File: config.mk
export PLATFORM = sky130hd
export DESIGN_NAME = button_debounce_long_press
export DESIGN_NICKNAME = d
export VERILOG_FILES = /design/src/hdl/bdlp_pkg.sv /design/src/hdl/button_debounce_long_press.sv
export SDC_FILE = /design/constraint.sdc
export NUM_CORES = 1
export LEC_CHECK = 0
export BUFFER_PORTS_ARGS = -buffer_cell sky130_fd_sc_hd__buf_2
export CAP_MARGIN = 20
export CORE_ASPECT_RATIO = 0.9
export CORE_UTILIZATION = 55
export DETAILED_ROUTE_END_ITERATION = 10
export PLACE_DENSITY = 0.85
export SLEW_MARGIN = 20
export SYNTH_ARGS = -nofsm -noshare
export SYNTH_HDL_FRONTEND = slang
export SYNTH_SLANG_ARGS = --single-unit
File: constraint.sdc
create_clock -name clk -period 3.3 [get_ports clk]
set_clock_uncertainty 0.1 [all_clocks]
set_input_delay 0.33 -clock clk [delete_from_list [all_inputs] [get_ports clk]]
set_output_delay 0.33 -clock clk [all_outputs]
set_load 0.1 [all_outputs]
File: src/hdl/bdlp_pkg.sv
// ----------------------------------------------------------------------------
// bdlp_pkg: shared types and constants for the button debouncer
// Register indexes, reset values and the result item layout.
// ----------------------------------------------------------------------------
`timescale 1ns / 1ps
`default_nettype none

package bdlp_pkg;

    // Configuration port geometry
    localparam int CFG_DATA_W  = 16;
    localparam int CFG_INDEX_W = 2;

    // Register indexes
    localparam logic [CFG_INDEX_W-1:0] CFG_PRESSED_LEVEL = 2'd0;
    localparam logic [CFG_INDEX_W-1:0] CFG_BOUNCE_TICKS  = 2'd1;
    localparam logic [CFG_INDEX_W-1:0] CFG_LONG_TICKS    = 2'd2;

    // Register reset values
    localparam logic [CFG_DATA_W-1:0] BOUNCE_TICKS_RST = 16'd20;
    localparam logic [CFG_DATA_W-1:0] LONG_TICKS_RST   = 16'd1500;

    // One result item
    typedef struct packed {
        logic clicked;
        logic long_pressing;
        logic pressed_now;
        logic changed;
        logic release_event;
    } result_t;

endpackage

`default_nettype wire

File: src/hdl/button_debounce_long_press.sv
// ----------------------------------------------------------------------------
// button_debounce_long_press: debouncer with click and long-press detection
// A result item is registered in the output register, or in the skid register while the output is held.
// Throughput: one item per cycle while the skid register is empty; the update of debounce state is one pass.
// A two-entry output (result register plus skid register) keeps input open
// while one result waits. Reset clears debounce state and valid flags and loads register defaults.
// ----------------------------------------------------------------------------
`timescale 1ns / 1ps
`default_nettype none

module button_debounce_long_press #(
    parameter int TIMER_WIDTH = 16
) (
    input  wire                                clk,
    input  wire                                rst_n,
    // configuration write port
    input  wire                                cfg_we,
    input  wire  [bdlp_pkg::CFG_INDEX_W-1:0]   cfg_index,
    input  wire  [bdlp_pkg::CFG_DATA_W-1:0]    cfg_data,
    // input channel
    input  wire                                in_valid,
    output logic                               in_stall,
    input  wire                                pin_level,
    input  wire                                clear_click,
    input  wire                                clear_change,
    // output channel
    output logic                               out_valid,
    input  wire                                out_stall,
    output logic                               clicked,
    output logic                               long_pressing,
    output logic                               pressed_now,
    output logic                               changed,
    output logic                               release_event
);

    import bdlp_pkg::*;

    localparam logic [TIMER_WIDTH-1:0] TIMER_ONE  = TIMER_WIDTH'(1);
    localparam logic [TIMER_WIDTH-1:0] TIMER_ZERO = '0;

    // Configuration registers
    logic                   pressed_level_reg;
    logic [CFG_DATA_W-1:0]  bounce_ticks_reg;
    logic [CFG_DATA_W-1:0]  long_ticks_reg;

    // Debounce state
    logic                   seeded_reg,        seeded_next;
    logic                   last_level_reg,    last_level_next;
    logic                   awaited_level_reg, awaited_level_next;
    logic                   bounce_active_reg, bounce_active_next;
    logic [TIMER_WIDTH-1:0] bounce_count_reg,  bounce_count_next;
    logic                   hold_active_reg,   hold_active_next;
    logic [TIMER_WIDTH-1:0] hold_count_reg,    hold_count_next;
    logic                   long_flag_reg,     long_flag_next;
    logic                   click_flag_reg,    click_flag_next;
    logic                   change_flag_reg,   change_flag_next;

    // Output staging
    logic                   out_valid_reg;
    logic                   skid_valid_reg;
    result_t                out_reg;
    result_t                skid_reg;
    result_t                result;

    logic                   accept;
    logic                   out_take;
    logic [TIMER_WIDTH-1:0] bounce_load;
    logic [TIMER_WIDTH-1:0] long_load;
    logic                   is_pressed;
    logic                   done;
    logic                   release_now;

    assign accept   = in_valid && !in_stall;
    assign out_take = out_valid_reg && !out_stall;
    assign in_stall = skid_valid_reg;

    // Configuration writes
    always_ff @(posedge clk or negedge rst_n)
    begin
        if (!rst_n)
        begin
            pressed_level_reg <= 1'b0;
            bounce_ticks_reg  <= BOUNCE_TICKS_RST;
            long_ticks_reg    <= LONG_TICKS_RST;
        end
        else if (cfg_we)
        begin
            unique case (cfg_index)
                CFG_PRESSED_LEVEL: pressed_level_reg <= cfg_data[0];
                CFG_BOUNCE_TICKS:  bounce_ticks_reg  <= cfg_data;
                CFG_LONG_TICKS:    long_ticks_reg    <= cfg_data;
                default:           ;
            endcase
        end
    end

    // Timer load values, saturated to the timer width
    generate
        if (TIMER_WIDTH >= CFG_DATA_W)
        begin : g_load_wide
            assign bounce_load = TIMER_WIDTH'(bounce_ticks_reg);
            assign long_load   = TIMER_WIDTH'(long_ticks_reg);
        end
        else
        begin : g_load_sat
            assign bounce_load = (|bounce_ticks_reg[CFG_DATA_W-1:TIMER_WIDTH]) ?
                                 {TIMER_WIDTH{1'b1}} : bounce_ticks_reg[TIMER_WIDTH-1:0];
            assign long_load   = (|long_ticks_reg[CFG_DATA_W-1:TIMER_WIDTH]) ?
                                 {TIMER_WIDTH{1'b1}} : long_ticks_reg[TIMER_WIDTH-1:0];
        end
    endgenerate

    assign is_pressed = (pin_level == pressed_level_reg);

    // Per-item state update
    always_comb
    begin
        seeded_next        = seeded_reg;
        last_level_next    = last_level_reg;
        awaited_level_next = awaited_level_reg;
        bounce_active_next = bounce_active_reg;
        bounce_count_next  = bounce_count_reg;
        hold_active_next   = hold_active_reg;
        hold_count_next    = hold_count_reg;
        long_flag_next     = long_flag_reg;
        click_flag_next    = click_flag_reg;
        change_flag_next   = change_flag_reg;
        release_now        = 1'b0;
        done               = 1'b0;

        if (!seeded_reg)
        begin
            // first sample only seeds the level
            seeded_next     = 1'b1;
            last_level_next = pin_level;
        end
        else
        begin
            // count down active timers
            if (bounce_active_reg && (bounce_count_reg != TIMER_ZERO))
                bounce_count_next = bounce_count_reg - TIMER_ONE;
            if (hold_active_reg && (hold_count_reg != TIMER_ZERO))
                hold_count_next = hold_count_reg - TIMER_ONE;

            // long press run-out
            if (hold_active_reg && (hold_count_next == TIMER_ZERO) && is_pressed)
            begin
                hold_active_next = 1'b0;
                long_flag_next   = 1'b1;
            end

            // bounce run-out
            if (bounce_active_reg && (bounce_count_next == TIMER_ZERO))
            begin
                bounce_active_next = 1'b0;
                if (pin_level != awaited_level_reg)
                    done = 1'b1;
                else
                begin
                    change_flag_next = 1'b1;
                    if (!is_pressed)
                    begin
                        last_level_next  = pin_level;
                        if (!long_flag_next)
                            click_flag_next = 1'b1;
                        long_flag_next   = 1'b0;
                        hold_active_next = 1'b0;
                        release_now      = 1'b1;
                        done             = 1'b1;
                    end
                end
            end

            // level change restarts the bounce timer
            if (!done && (pin_level != last_level_next))
            begin
                last_level_next = pin_level;
                if (!bounce_active_next)
                    awaited_level_next = pin_level;
                bounce_active_next = 1'b1;
                bounce_count_next  = bounce_load;
                if (is_pressed)
                begin
                    hold_active_next = 1'b1;
                    hold_count_next  = long_load;
                end
            end
        end

        result.clicked       = click_flag_next;
        result.long_pressing = long_flag_next;
        result.pressed_now   = is_pressed;
        result.changed       = change_flag_next;
        result.release_event = release_now;
    end

    // Commit state on each accepted item; clears act after the result is formed
    always_ff @(posedge clk or negedge rst_n)
    begin
        if (!rst_n)
        begin
            seeded_reg        <= 1'b0;
            last_level_reg    <= 1'b0;
            awaited_level_reg <= 1'b0;
            bounce_active_reg <= 1'b0;
            bounce_count_reg  <= '0;
            hold_active_reg   <= 1'b0;
            hold_count_reg    <= '0;
            long_flag_reg     <= 1'b0;
            click_flag_reg    <= 1'b0;
            change_flag_reg   <= 1'b0;
        end
        else if (accept)
        begin
            seeded_reg        <= seeded_next;
            last_level_reg    <= last_level_next;
            awaited_level_reg <= awaited_level_next;
            bounce_active_reg <= bounce_active_next;
            bounce_count_reg  <= bounce_count_next;
            hold_active_reg   <= hold_active_next;
            hold_count_reg    <= hold_count_next;
            long_flag_reg     <= long_flag_next;
            click_flag_reg    <= click_flag_next && !clear_click;
            change_flag_reg   <= change_flag_next && !clear_change;
        end
    end

    // Output register and skid stage: valid flags
    always_ff @(posedge clk or negedge rst_n)
    begin
        if (!rst_n)
        begin
            out_valid_reg  <= 1'b0;
            skid_valid_reg <= 1'b0;
        end
        else if (!out_valid_reg || out_take)
        begin
            if (skid_valid_reg)
            begin
                out_valid_reg  <= 1'b1;
                skid_valid_reg <= 1'b0;
            end
            else
                out_valid_reg <= accept;
        end
        else if (accept)
            skid_valid_reg <= 1'b1;
    end

    // Output register and skid stage: payload
    always_ff @(posedge clk)
    begin
        if (!out_valid_reg || out_take)
        begin
            if (skid_valid_reg)
                out_reg <= skid_reg;
            else if (accept)
                out_reg <= result;
        end
        else if (accept)
            skid_reg <= result;
    end

    assign out_valid     = out_valid_reg;
    assign clicked       = out_reg.clicked;
    assign long_pressing = out_reg.long_pressing;
    assign pressed_now   = out_reg.pressed_now;
    assign changed       = out_reg.changed;
    assign release_event = out_reg.release_event;

    // A waiting skid item always sits behind a valid output item
    assert property (@(posedge clk) disable iff (!rst_n)
        skid_valid_reg |-> out_valid_reg)
        else $error("skid holds an item while output register is empty");

    // An item that arrives while the output is held lands in the skid stage
    assert property (@(posedge clk) disable iff (!rst_n)
        (accept && out_valid_reg && out_stall) |=> skid_valid_reg)
        else $error("item lost while output was stalled");

    // A release always sets the changed flag in the same item
    assert property (@(posedge clk) disable iff (!rst_n)
        (out_valid_reg && out_reg.release_event) |-> out_reg.changed)
        else $error("release without changed flag");

    // No timer runs before the first sample has seeded the level
    assert property (@(posedge clk) disable iff (!rst_n)
        !seeded_reg |-> (!bounce_active_reg && !hold_active_reg))
        else $error("timer active before seeding");

endmodule

`default_nettype wire

==> impl_metrics.toml <==
[critical_path]
worst_ep_arrival_time_ns = 3.26
cp_slowest_cell = "o41a_1"
path_common_cell = "and3_4"
worst-path-buf-inv = 1
max_stage_delay_ns = 0.52
critPathLaunch = "bounce_count_reg[0]"
start_kind = "register"
path_cells = "inv_2 -> ha_4 -> or3b_4 -> o41a_1 -> and3_4 -> o2111a_2 -> and3_4 -> and4_4 -> a21o_1 -> mux2_2"
endpoint_kind = "register"
crit_required_ns = 3.33
critPathMaxFanout = 5
cp_top_family = "simple AND/OR/NAND/NOR gates"
worstReg2RegStart = "bounce_count_reg[0]"
critPathKind = "register to register"

[route]
drt_iter0_drc = 300
drcViolationCount = 0
vias = 4197
postRouteWirelength_mm = 12.1
ant_nets = 0
firstDrtPassIters = 5
wl_met1_mm = 5.28
dr_wl_met2_mm = 5.89
detail_route.vias_per_cell = 6.28
top_layer = "met4"
routed-wl-met3_um = 771
wl_per_cell_um = 18.2

[logic_synthesis]
ys_warn_count = 0
synth_async_sr_flop_share_pct = 88.2
synth_cell_type_count = 68
syn_nets = 526
yosysSeqAreaShare_pct = 44.3
synth_edf_count = 10
syn_inst = 496
ys_ff_latch = 85
synth_ff_type = "dfrtp_1"
syn_area_um2 = 4940
avgSynthCellArea_um2 = 9.96

[clock_tree]
root_buffer = "clkbuf_8"
cts_buffers = 9
cts_buffer_depth = 2
htree_levels = 3
clkLatencyLatePin_ns = 0.36
path_clk_slew_ns = 0.10
hold_buffers = 0
cts_tree = "built"
cts.sinks = 85

[final_layout]
final_cell_mix = "66 x dfrtp_1, 57 x nand2_1, 37 x mux2_2"
nets = 574
final_common_cell = "dfrtp_1"
final_area_um2 = 5680
drive_gt1_share_pct = 29.7
n_antenna_cell = 0
fin_util_pct = 65.6
area_growth_pct = 14.9

[power_and_ir_drop]
total_power_w = 0.00371
p_leak_nw = 2.44
ir_drop_mv = 0.338
p_per_area_nw_per_um2 = 654

[hold_path]
hp-class = "input pin to asynchronous set/reset pin"

[timing]
fmax_mhz = 309
slew_headroom_pct = 35.1
min_period_over_period_pct = 97.9
fin_crit_ns = 3.23
worst_pin_slew_ns = 0.971
timing_hold_violations_final = 0
holdWs_ns = 0.00188
timing.final.ws_setup_ns = 0.0681
slew_viol_final = 0
finalSetupViolations = 0

[grt]
grtUsageTotal_pct = 27.3
grt_pass1_wl_mm = 19.7
first_global_vias = 3957
antenna_found_initial = 0
grt_max_degree = 76
grt_overflow = 0

[placement]
portBuffers = 32
dpl.hpwl_mm = 8.37
dp_slack_ns = -0.165
gp_congestion = 0.965
dpl_cell_area_um2 = 5330

[floorplanning]
die_w_um = 102
io_pins = 33
die_h_um = 91.9
die_area_um2 = 9360
core_area_um2 = 8650
initial_core_util_pct = 57.1
num_rows = 32

[run_status]
outcome = "finished clean"

[flow_run]
drv_cap = 0
-- power breakdown --
| group | total (W) | switching (W) | internal (W) |
|---|---|---|---|
| Clock | 0.000703 | 0.000420 | 0.000283 |
| Combinational | 0.00138 | 0.000756 | 0.000629 |
| Sequential | 0.00163 | 0.000293 | 0.00133 |
-- area by class of cell --
type                    instances  area [um2]
clock inverters                 7        56.3
fillers                       673        2970
well taps                     119         149
multi-input cells             360        2610
flip-flops and latches         85        2190
inverters                      20        75.1
repair buffers                 68         475
clock buffers                   9         124
-- worst paths after layout --
| path | to | slack, ns | cells past startpoint |
|---|---|---|---|
| min in group clk | change_flag_reg | 0.03 | 2 |
| hold reg to reg | long_load[11] | 0.42 | 1 |
| setup reg to reg | clicked | 0.07 | 10 |
| hold / removal | hold_count_reg[1] | 0.002 | 1 |
| setup / recovery | clicked | 0.07 | 10 |
| max in group asynchronous | bounce_count_reg[14] | 2.50 | 1 |
-- routing by layer --
metal,track usage [%],vias up
met3,5.03,22
li1,-,1928
met5,0,-
met1,38.6,2067
met2,42.9,180
met4,7.98,0
-- stage by stage --
stage | TNS (ns) | std cells
6_report | 0 | 668
2_1_floorplan | 0 | 496
4_1_cts | -0.00806 | 662
3_5_place_dp | -0.593 | 644
3_3_place_gp | -0.532 | 644
5_1_grt | -0.0139 | 668
-- what timing repair did --
| item | 4_1_cts | 5_1_grt |
|---|---|---|
| pin swaps | 5 | 12 |
| resized for setup | 2 | 20 |
| setup endpoints to repair | 16 | 38 |
| cloned | 0 | 1 |
| buffers inserted | 2 | 5 |
| endpoints found under the hold margin | 0 | 0 |
-- synthesized netlist by cell type (all sizes together) (11+ instances only) --
library cell / instances / share of area (%)
nor2: 25 / 1.9
a21oi: 25 / 2.8
nand3: 15 / 1.5
dfrtp: 66 / 33
inv: 20 / 1.5
nor3: 13 / 1.3
nand2: 58 / 4.4
a2bb2oi: 11 / 2.3
mux2: 37 / 8.4
clkbuf: 22 / 1.7
mux2i: 25 / 5.3
o21ai: 21 / 2.2
a22oi: 12 / 1.8
-- cells by family after synthesis --
| kind of cell | synth area share, % |
|---|---|
| XOR/XNOR | 0.532 |
| buffers and inverters | 4.59 |
| multiplexers | 13.8 |
| AND/OR/NAND/NOR | 19.5 |
| adder cells (fa/ha/maj) | 1.01 |
| flip-flops | 44.3 |
| AO/OA/AOI/OAI | 16.3 |
Note: power is estimated with default switching activity, not from simulation.
